[config.mk]
export PLATFORM = sky130hd
export DESIGN_NAME = parallel_kbd_mouse_packetizer
export DESIGN_NICKNAME = d
export VERILOG_FILES = /design/src/rtl/pkmp_pkg.sv /design/src/rtl/pkmp_front.sv /design/src/rtl/pkmp_queue.sv /design/src/rtl/pkmp_back.sv /design/src/rtl/parallel_kbd_mouse_packetizer.sv
export SDC_FILE = /design/constraint.sdc
export NUM_CORES = 1
export LEC_CHECK = 0
export ABC_AREA = 1
export BUFFER_PORTS_ARGS = -buffer_cell sky130_fd_sc_hd__buf_2
export CORE_UTILIZATION = 40
export CTS_CLUSTER_SIZE = 8
export DETAILED_ROUTE_END_ITERATION = 10
export SYNTH_ARGS = -nofsm -noshare
export SYNTH_HDL_FRONTEND = slang
export SYNTH_SLANG_ARGS = --single-unit
[constraint.sdc]
create_clock -name clock -period 5 [get_ports clock]
set_clock_uncertainty 0.15 [all_clocks]
set_input_delay 0.25 -clock clock [delete_from_list [all_inputs] [get_ports clock]]
set_output_delay 0.25 -clock clock [all_outputs]
set_load 0.005 [all_outputs]
[src/rtl/pkmp_pkg.sv]
// Package for the parallel keyboard/mouse packetizer: payload structs,
// front-to-back command struct, phase codes, register indexes and step codes.
// No dependencies.
package pkmp_pkg;

   localparam int CSR_IDX_W   = 1;
   localparam int CSR_DATA_W  = 1;
   localparam int QUEUE_DEPTH = 2;

   localparam logic [CSR_IDX_W-1:0] CSR_KBD_ENABLE   = 1'b0;
   localparam logic [CSR_IDX_W-1:0] CSR_MOUSE_ENABLE = 1'b1;

   localparam logic [3:0] BUTTON_NIBBLE = 4'h8;
   localparam logic [7:0] BUTTON_MARK   = 8'h80;

   // Back-end output steps: keyboard byte, then the five packet bytes.
   localparam int STEP_W = 3;
   localparam logic [STEP_W-1:0] STEP_KBD  = 3'd0;
   localparam logic [STEP_W-1:0] STEP_BTN  = 3'd1;
   localparam logic [STEP_W-1:0] STEP_DX   = 3'd2;
   localparam logic [STEP_W-1:0] STEP_DY   = 3'd3;
   localparam logic [STEP_W-1:0] STEP_PAD  = 3'd4;
   localparam logic [STEP_W-1:0] STEP_LAST = 3'd5;

   typedef enum logic [2:0] {
      PH_DELY   = 3'b001,
      PH_BUTTON = 3'b010,
      PH_DELX   = 3'b100
   } phase_type;

   typedef struct packed {
      logic [7:0] kbd_sample;
      logic [7:0] mouse_sample;
      logic       kbd_sink_ready;
      logic       mouse_sink_ready;
   } req_type;

   typedef struct packed {
      logic [7:0] out_byte;
      logic       out_source;
      logic       out_end_of_message;
      logic       out_end_of_item;
   } rsp_type;

   typedef struct packed {
      logic       has_kbd;
      logic [7:0] kbd_byte;
      logic       has_pkt;
      logic [7:0] btn;
      logic [7:0] dx;
      logic [7:0] dy;
   } cmd_type;

endpackage

[src/rtl/pkmp_front.sv]
// Front end: takes requests, tracks port bytes and the mouse phase machine,
// and turns each emitting request into a back-end command. Uses pkmp_pkg.
module pkmp_front (
   input  logic                          clock,
   input  logic                          reset,
   input  logic                          csr_we,
   input  logic [pkmp_pkg::CSR_IDX_W-1:0]  csr_index,
   input  logic [pkmp_pkg::CSR_DATA_W-1:0] csr_wdata,
   input  logic                          req_valid,
   output logic                          req_stall,
   input  pkmp_pkg::req_type             req_payload,
   input  logic                          q_full,
   output logic                          q_push,
   output pkmp_pkg::cmd_type             q_data
);
   import pkmp_pkg::*;

   logic       kbd_en_ff, mouse_en_ff;
   logic [7:0] prev_kbd_ff, prev_kbd_in;
   logic [7:0] prev_mouse_ff, prev_mouse_in;
   phase_type  phase_ff, phase_in;
   logic [7:0] button_ff, button_in;
   logic [7:0] sent_ff, sent_in;
   logic [7:0] held_ff, held_in;

   logic       accept;
   logic       emit_kbd, emit_pkt;
   logic       is_btn;
   logic [7:0] ms, m;
   phase_type  eff_phase;

   assign req_stall = q_full;
   assign accept    = req_valid && !q_full;
   assign ms        = req_payload.mouse_sample;
   assign is_btn    = (ms[7:4] == BUTTON_NIBBLE);
   assign m         = is_btn ? ms : {ms[7], ms[7:1]};

   always_comb begin
      prev_kbd_in   = req_payload.kbd_sample;
      prev_mouse_in = ms;
      phase_in      = phase_ff;
      button_in     = button_ff;
      sent_in       = sent_ff;
      held_in       = held_ff;
      emit_pkt      = 1'b0;
      eff_phase     = phase_ff;
      emit_kbd      = (req_payload.kbd_sample != prev_kbd_ff) && kbd_en_ff
                      && req_payload.kbd_sink_ready;
      if ((ms != prev_mouse_ff) && mouse_en_ff) begin
         if (is_btn) begin
            button_in = BUTTON_MARK | {5'b0, ms[3:1]};
            eff_phase = PH_BUTTON;
         end
         unique case (eff_phase)
            PH_BUTTON: begin
               phase_in = PH_DELX;
            end
            PH_DELX: begin
               phase_in = PH_DELY;
               if (!(button_in == sent_ff && m == 8'd0 && held_ff == 8'd0)) begin
                  sent_in  = button_in;
                  emit_pkt = req_payload.mouse_sink_ready;
                  held_in  = m;
               end
            end
            default: begin
               phase_in = PH_DELY;
               held_in  = m;
            end
         endcase
      end
   end

   assign q_push        = accept && (emit_kbd || emit_pkt);
   assign q_data.has_kbd  = emit_kbd;
   assign q_data.kbd_byte = req_payload.kbd_sample;
   assign q_data.has_pkt  = emit_pkt;
   assign q_data.btn      = button_in;
   assign q_data.dx       = m;
   assign q_data.dy       = held_ff;

   always_ff @(posedge clock) begin
      if (reset) begin
         kbd_en_ff     <= 1'b0;
         mouse_en_ff   <= 1'b0;
         prev_kbd_ff   <= 8'd0;
         prev_mouse_ff <= 8'd0;
         phase_ff      <= PH_DELY;
         button_ff     <= 8'd0;
         sent_ff       <= 8'd0;
         held_ff       <= 8'd0;
      end else begin
         if (csr_we) begin
            unique case (csr_index)
               CSR_KBD_ENABLE:   kbd_en_ff   <= csr_wdata[0];
               CSR_MOUSE_ENABLE: mouse_en_ff <= csr_wdata[0];
               default: ;
            endcase
         end
         if (accept) begin
            prev_kbd_ff   <= prev_kbd_in;
            prev_mouse_ff <= prev_mouse_in;
            phase_ff      <= phase_in;
            button_ff     <= button_in;
            sent_ff       <= sent_in;
            held_ff       <= held_in;
         end
      end
   end

endmodule

[src/rtl/pkmp_queue.sv]
// Short command queue between the front and back ends.
// Uses pkmp_pkg for the command struct.
module pkmp_queue #(
   parameter int DEPTH = pkmp_pkg::QUEUE_DEPTH
) (
   input  logic              clock,
   input  logic              reset,
   input  logic              push,
   input  pkmp_pkg::cmd_type push_data,
   output logic              full,
   input  logic              pop,
   output logic              head_valid,
   output pkmp_pkg::cmd_type head
);
   import pkmp_pkg::*;

   localparam int PTR_W = $clog2(DEPTH);
   localparam int CNT_W = $clog2(DEPTH + 1);

   cmd_type            mem_ff [DEPTH];
   logic [PTR_W-1:0]   wr_ptr_ff, wr_ptr_in;
   logic [PTR_W-1:0]   rd_ptr_ff, rd_ptr_in;
   logic [CNT_W-1:0]   count_ff, count_in;

   assign full       = (count_ff == CNT_W'(DEPTH));
   assign head_valid = (count_ff != '0);
   assign head       = mem_ff[rd_ptr_ff];

   always_comb begin
      wr_ptr_in = wr_ptr_ff;
      rd_ptr_in = rd_ptr_ff;
      count_in  = count_ff;
      if (push) begin
         wr_ptr_in = (wr_ptr_ff == PTR_W'(DEPTH - 1)) ? '0 : wr_ptr_ff + 1'b1;
      end
      if (pop) begin
         rd_ptr_in = (rd_ptr_ff == PTR_W'(DEPTH - 1)) ? '0 : rd_ptr_ff + 1'b1;
      end
      if (push && !pop) begin
         count_in = count_ff + 1'b1;
      end else if (pop && !push) begin
         count_in = count_ff - 1'b1;
      end
   end

   always_ff @(posedge clock) begin
      if (push) begin
         mem_ff[wr_ptr_ff] <= push_data;
      end
   end

   always_ff @(posedge clock) begin
      if (reset) begin
         wr_ptr_ff <= '0;
         rd_ptr_ff <= '0;
         count_ff  <= '0;
      end else begin
         wr_ptr_ff <= wr_ptr_in;
         rd_ptr_ff <= rd_ptr_in;
         count_ff  <= count_in;
      end
   end

endmodule

[src/rtl/pkmp_back.sv]
// Back end: serializes one command into its keyboard byte and packet bytes,
// one response per cycle while rsp_stall is low. Uses pkmp_pkg.
module pkmp_back (
   input  logic              clock,
   input  logic              reset,
   input  logic              head_valid,
   input  pkmp_pkg::cmd_type head,
   output logic              pop,
   output logic              rsp_valid,
   input  logic              rsp_stall,
   output pkmp_pkg::rsp_type rsp_payload
);
   import pkmp_pkg::*;

   logic                busy_ff, busy_in;
   cmd_type             cmd_ff;
   logic [STEP_W-1:0]   step_ff, step_in;
   logic                fire, last;

   assign rsp_valid = busy_ff;
   assign fire      = busy_ff && !rsp_stall;
   assign last      = (step_ff == (cmd_ff.has_pkt ? STEP_LAST : STEP_KBD));
   assign pop       = head_valid && (!busy_ff || (fire && last));

   always_comb begin
      busy_in = busy_ff;
      step_in = step_ff;
      if (pop) begin
         busy_in = 1'b1;
         step_in = head.has_kbd ? STEP_KBD : STEP_BTN;
      end else if (fire) begin
         if (last) begin
            busy_in = 1'b0;
         end else begin
            step_in = step_ff + 1'b1;
         end
      end
   end

   always_comb begin
      case (step_ff)
         STEP_KBD: rsp_payload.out_byte = cmd_ff.kbd_byte;
         STEP_BTN: rsp_payload.out_byte = cmd_ff.btn;
         STEP_DX:  rsp_payload.out_byte = cmd_ff.dx;
         STEP_DY:  rsp_payload.out_byte = cmd_ff.dy;
         STEP_PAD, STEP_LAST: rsp_payload.out_byte = 8'd0;
         default:  rsp_payload.out_byte = 8'd0;
      endcase
      rsp_payload.out_source         = (step_ff != STEP_KBD);
      rsp_payload.out_end_of_message = (step_ff == STEP_KBD) || (step_ff == STEP_LAST);
      rsp_payload.out_end_of_item    = last;
   end

   always_ff @(posedge clock) begin
      if (pop) begin
         cmd_ff <= head;
      end
   end

   always_ff @(posedge clock) begin
      if (reset) begin
         busy_ff <= 1'b0;
         step_ff <= STEP_KBD;
      end else begin
         busy_ff <= busy_in;
         step_ff <= step_in;
      end
   end

endmodule

[src/rtl/parallel_kbd_mouse_packetizer.sv]
// Parallel keyboard/mouse packetizer: request channel of port samples,
// response channel of emitted bytes, plain register write port.
// Uses pkmp_pkg, pkmp_front, pkmp_queue and pkmp_back.
//
// Each request carries one sample of the keyboard and mouse port bytes plus
// the two sink-ready flags. A keyboard change may yield one byte; a delta-X
// sample may yield a five-byte packet (button, dx, dy, 0, 0). A request
// yields zero to six responses; the last one carries out_end_of_item.
// The front end takes one request per cycle while the command queue
// (QUEUE_DEPTH entries) has room; req_stall is high only when it is full.
// The back end sends one response per cycle while rsp_stall is low; a
// request that yields nothing pushes no command and never reaches it.
// With the queue empty and the back end idle, an accepted request is
// written into the queue and then loaded into the back end before its
// first response is valid. A stalled response holds its payload; the
// front end keeps taking requests until the queue fills.
// Reset (synchronous, active high) clears both enables, the tracked port
// bytes, the phase machine and the queue. Write csr registers only while idle.
module parallel_kbd_mouse_packetizer #(
   parameter int QUEUE_DEPTH = pkmp_pkg::QUEUE_DEPTH
) (
   input  logic                            clock,
   input  logic                            reset,
   input  logic                            csr_we,
   input  logic [pkmp_pkg::CSR_IDX_W-1:0]  csr_index,
   input  logic [pkmp_pkg::CSR_DATA_W-1:0] csr_wdata,
   input  logic                            req_valid,
   output logic                            req_stall,
   input  pkmp_pkg::req_type               req_payload,
   output logic                            rsp_valid,
   input  logic                            rsp_stall,
   output pkmp_pkg::rsp_type               rsp_payload
);
   import pkmp_pkg::*;

   logic    q_full, q_push, q_pop, q_head_valid;
   cmd_type q_data, q_head;

   pkmp_front u_front (
      .clock       (clock),
      .reset       (reset),
      .csr_we      (csr_we),
      .csr_index   (csr_index),
      .csr_wdata   (csr_wdata),
      .req_valid   (req_valid),
      .req_stall   (req_stall),
      .req_payload (req_payload),
      .q_full      (q_full),
      .q_push      (q_push),
      .q_data      (q_data)
   );

   pkmp_queue #(
      .DEPTH (QUEUE_DEPTH)
   ) u_queue (
      .clock      (clock),
      .reset      (reset),
      .push       (q_push),
      .push_data  (q_data),
      .full       (q_full),
      .pop        (q_pop),
      .head_valid (q_head_valid),
      .head       (q_head)
   );

   pkmp_back u_back (
      .clock       (clock),
      .reset       (reset),
      .head_valid  (q_head_valid),
      .head        (q_head),
      .pop         (q_pop),
      .rsp_valid   (rsp_valid),
      .rsp_stall   (rsp_stall),
      .rsp_payload (rsp_payload)
   );

   // keyboard bytes always close their message
   a_kbd_eom: assert property (@(posedge clock) disable iff (reset)
      (rsp_valid && !rsp_payload.out_source) |-> rsp_payload.out_end_of_message)
      else $error("keyboard response without end of message");

   // a packet is always the tail of a request's responses
   a_pkt_eoi: assert property (@(posedge clock) disable iff (reset)
      (rsp_valid && rsp_payload.out_source && rsp_payload.out_end_of_message)
      |-> rsp_payload.out_end_of_item)
      else $error("packet end not at end of item");

   // responses of one request come without gaps
   a_no_gap: assert property (@(posedge clock) disable iff (reset)
      (rsp_valid && !rsp_stall && !rsp_payload.out_end_of_item) |=> rsp_valid)
      else $error("gap inside a request's responses");

   a_mouse_eoi_eom: assert property (@(posedge clock) disable iff (reset)
      (rsp_valid && rsp_payload.out_source && rsp_payload.out_end_of_item)
      |-> rsp_payload.out_end_of_message)
      else $error("mouse item ends mid-packet");

endmodule
==> impl_metrics.yaml <==
synthesis:
  synth_area_per_cell_um2: 11.01
  ys_async_sr_fraction_pct: 0
  syn-num-nets: 616
  ys.flop_type: "edfxtp_1"
  synth_largest_area_cell: "edfxtp_1"
  yosys_warnings: 0
  synth_seq_cells: 154
  ys_seq_area_share_pct: 63.57
  synth_edf_count: 101
  yosysTopAreaCellShare_pct: 47.10
  postSynthCellCount: 585
  synth_cell_types: 36
  syn_area_mm2: 0.006440
  synth_area_leaders: "edfxtp_1 (47%), dfxtp_1 (16%), mux2_2 (5.8%), nand2_1 (5.3%), nor2_1 (3.6%)"
cts:
  cts_tree: "done"
  cts-resized-gates: 0
  clock_latency_ns: 0.41
  cts.sinks: 154
  cts_buffer_depth: 2
  cts_root_buf: "clkbuf_16"
  clk_pin_slew_ns: 0.06
  cts-buffers-inserted: 17
  h-tree-depth: 4
  postCtsSetupBuffers: 0
detailed_routing:
  via_per_inst: 4.850
  drt_pass1_iterations: 7
  ant_nets: 0
  wl_per_cell_um: 15.16
  drc_errors: 0
  drt_iter0_markers: 215
  wirelength_mm: 13.13
  vias: 4200
timing:
  post-route-min-period_ns: 3.000
  slew_viol_final: 0
  fmax_mhz: 333.4
  rsz0062_at_grt: "no"
  hold_violations: 0
  period_share_pct: 59.99
  tns_ns: 0
  tightest_slew_ns: 1.074
  finalSetupViolations: 0
  relSlewSlack_pct: 28.31
die:
  initial_utilization_pct: 40.69
  core_mm2: 0.01583
  rows: 46
  die_x_um: 128.9
  die_h_um: 128.9
  dieArea_mm2: 0.01661
  pin_count: 38
setup_path:
  cp_top_family: "simple AND/OR/NAND/NOR gates"
  worstPathCellList: "dlygate4sd3_1, buf_2, inv_2, nor2_8, nand2_4, nand2_1, nand2_1, nand2_1, nand2_1, nor2_2, nand3_2, nand2_2, nand2_2, nand2_1, inv_1, ha_1, a21oi_1, o21ai_0, o21ai_0, a21oi_1"
  critical_path_class: "in -> reg"
  reg2reg_depth: 10
  crit_buf_inv: 4
  cp-startpoint: "req_payload[9]"
  crit_slowest_cell: "dlygate4sd3_1"
  cp-start-kind: "input port"
  critPathMostFrequentCell: "nand2_1"
  regToRegSetupSlack_ns: 2.04
  worst_path_largest_cell_delay_ns: 0.53
  crit_fanout: 25
  crit_arrival_ns: 3.15
  crit_path_end_kind: "flop"
  required_ns: 5.15
  r2r_start: "u_back.step_ff[2]"
cells_and_area:
  syn_to_final_growth_pct: 16.84
  drive_above_1_share_pct: 19.23
  final_cell_mix: "edfxtp_1 (101), nand2_1 (91), nor2_1 (60)"
  mostFrequentLayoutCell: "edfxtp_1"
  diodes: 0
  fin_nets: 669
min_path:
  min_path_cells: 1
  holdCritPathClass: "in -> reg"
  hp-start: "req_payload[8]"
  whs_endpoint: "u_queue.mem_ff[0][13]"
run:
  cap_violations: 0
power_and_ir_drop:
  p_total_w: 0.003413
  p_per_area_mw_per_mm2: 453.6
  p_leak_nw: 2.854
  peakVddDrop_mv: 0.2663
outcome:
  status: "completed"
placed_design:
  place.gp.congestion: 0.8215
  dp_hpwl_mm: 8.908
  port_buffers: 37
global_routing:
  gr-total-overflow: 0
  grt_pass1_vias: 4072
  grt_max_degree: 39
  grt_antenna_before_repair: 0
  grt_pass1_wl_mm: 21.25
  gr-usage-all-layers_pct: 17.34
## area by class of cell
cell class | instances | area [µm²]
Inverter | 50 | 190.2
Clock buffer | 22 | 464.2
Fill cell | 1420 | 8303
Timing Repair Buffer | 57 | 372.9
Multi-Input combinational cell | 358 | 2058
Clock inverter | 9 | 75.07
Tap cell | 216 | 270.3
Sequential cell | 154 | 4094
## through the flow
| step | hold slack [ns] | std cells | area [µm²] | util [%] | setup WS [ns] |
|---|---|---|---|---|---|
| floorplan | 0.1989 | 585 | 6440 | - | 1.747 |
| global placement | 0.2874 | 820 | 6835 | 43.19 | 2.131 |
| detailed placement | 0.3019 | 820 | 6835 | 43.19 | 2.053 |
| CTS | 0.006434 | 866 | 7525 | 47.54 | 2.035 |
| global route | 0.03066 | 866 | 7525 | 47.54 | 1.674 |
| finish | 0.03224 | 866 | 7525 | 47.54 | 2.000 |
## cell usage after synthesis (3+ instances only)
| cell | instances |
|---|---|
| nand3b_1 | 4 |
| nor2_4 | 4 |
| nor2_1 | 61 |
| mux2_2 | 33 |
| o21ai_1 | 3 |
| nand4_1 | 9 |
| ha_1 | 6 |
| edfxtp_1 | 101 |
| clkbuf_1 | 17 |
| xnor2_1 | 8 |
| nand2_2 | 3 |
| xor2_1 | 7 |
| nand2_1 | 91 |
| nand3_1 | 40 |
| nor3_1 | 3 |
| o21ai_0 | 37 |
| dfxtp_1 | 53 |
| nand2_4 | 3 |
| a21oi_1 | 32 |
| inv_1 | 46 |
| o21ai_2 | 3 |
## per-layer routing
metal	track usage, %	vias to the layer above	part of all wire, %
met5	0	-	0
met4	6.851	0	1.3
met3	4.158	12	4.2
met2	27.22	91	46
met1	23.19	1998	48
li1	-	2099	-
## sequential cells by signal, summed over array words and instances (netlist names), named ones only
register	cells
u_back.step_ff	3
u_queue.count_ff	2
u_back.cmd_ff	33
u_front.phase_ff	2
u_front.prev_mouse_ff	8
u_front.held_ff	8
u_front.kbd_en_ff	1
u_front.button_ff	8
u_queue.mem_ff	68
u_back.rsp_valid	1
u_queue.wr_ptr_ff	1
u_front.sent_ff	8
u_front.prev_kbd_ff	8
u_front.mouse_en_ff	1
u_queue.rd_ptr_ff	1
## power by group
group | switching, W | internal (W) | total [W]
Combinational | 0.000366 | 0.000234 | 0.000600
Clock | 0.000465 | 0.000701 | 0.00117
Sequential | 0.0000744 | 0.00157 | 0.00165
Total | 0.000905 | 0.00251 | 0.00341
## worst max-delay path by stage
stage,endpoint,slack (ns),cells after the start
floorplan,u_queue.mem_ff[0][0],1.75,12
global route,u_queue.rd_ptr_ff,1.67,10
global placement,flop,2.13,10
CTS,u_queue.count_ff[1],2.04,20
finish,u_queue.count_ff[1],2.00,20
detailed placement,flop,2.05,10
## cell families (layout without fill, tap and decap cells)
| group | Yosys count | in the layout | synth area share, % |
|---|---|---|---|
| compound gates | 77 | 77 | 6.237 |
| fa+ha+maj | 6 | 6 | 1.166 |
| flops | 154 | 154 | 63.57 |
| mux | 34 | 34 | 5.926 |
| xor+xnor | 15 | 15 | 2.040 |
| buf+inv | 73 | 138 | 4.508 |
| simple gates | 226 | 226 | 16.55 |
## worst register-to-register path, cell delays in order, from the launching register on
cell	delay, ns
dfxtp_1	0.33
inv_1	0.43
a21oi_1	0.09
nor3_1	0.40
nand2_1	0.09
nand2_1	0.15
o21ai_0	0.30
inv_1	0.17
buf_4	0.43
o21ai_0	0.18
a21oi_1	0.19
## what timing repair did
item / CTS / global route
hold buffers: 15 / 0
hold endpoints to repair: 22 / 0
endpoints found under the setup margin: 0 / 0
Power figures use the tool's default switching activity.
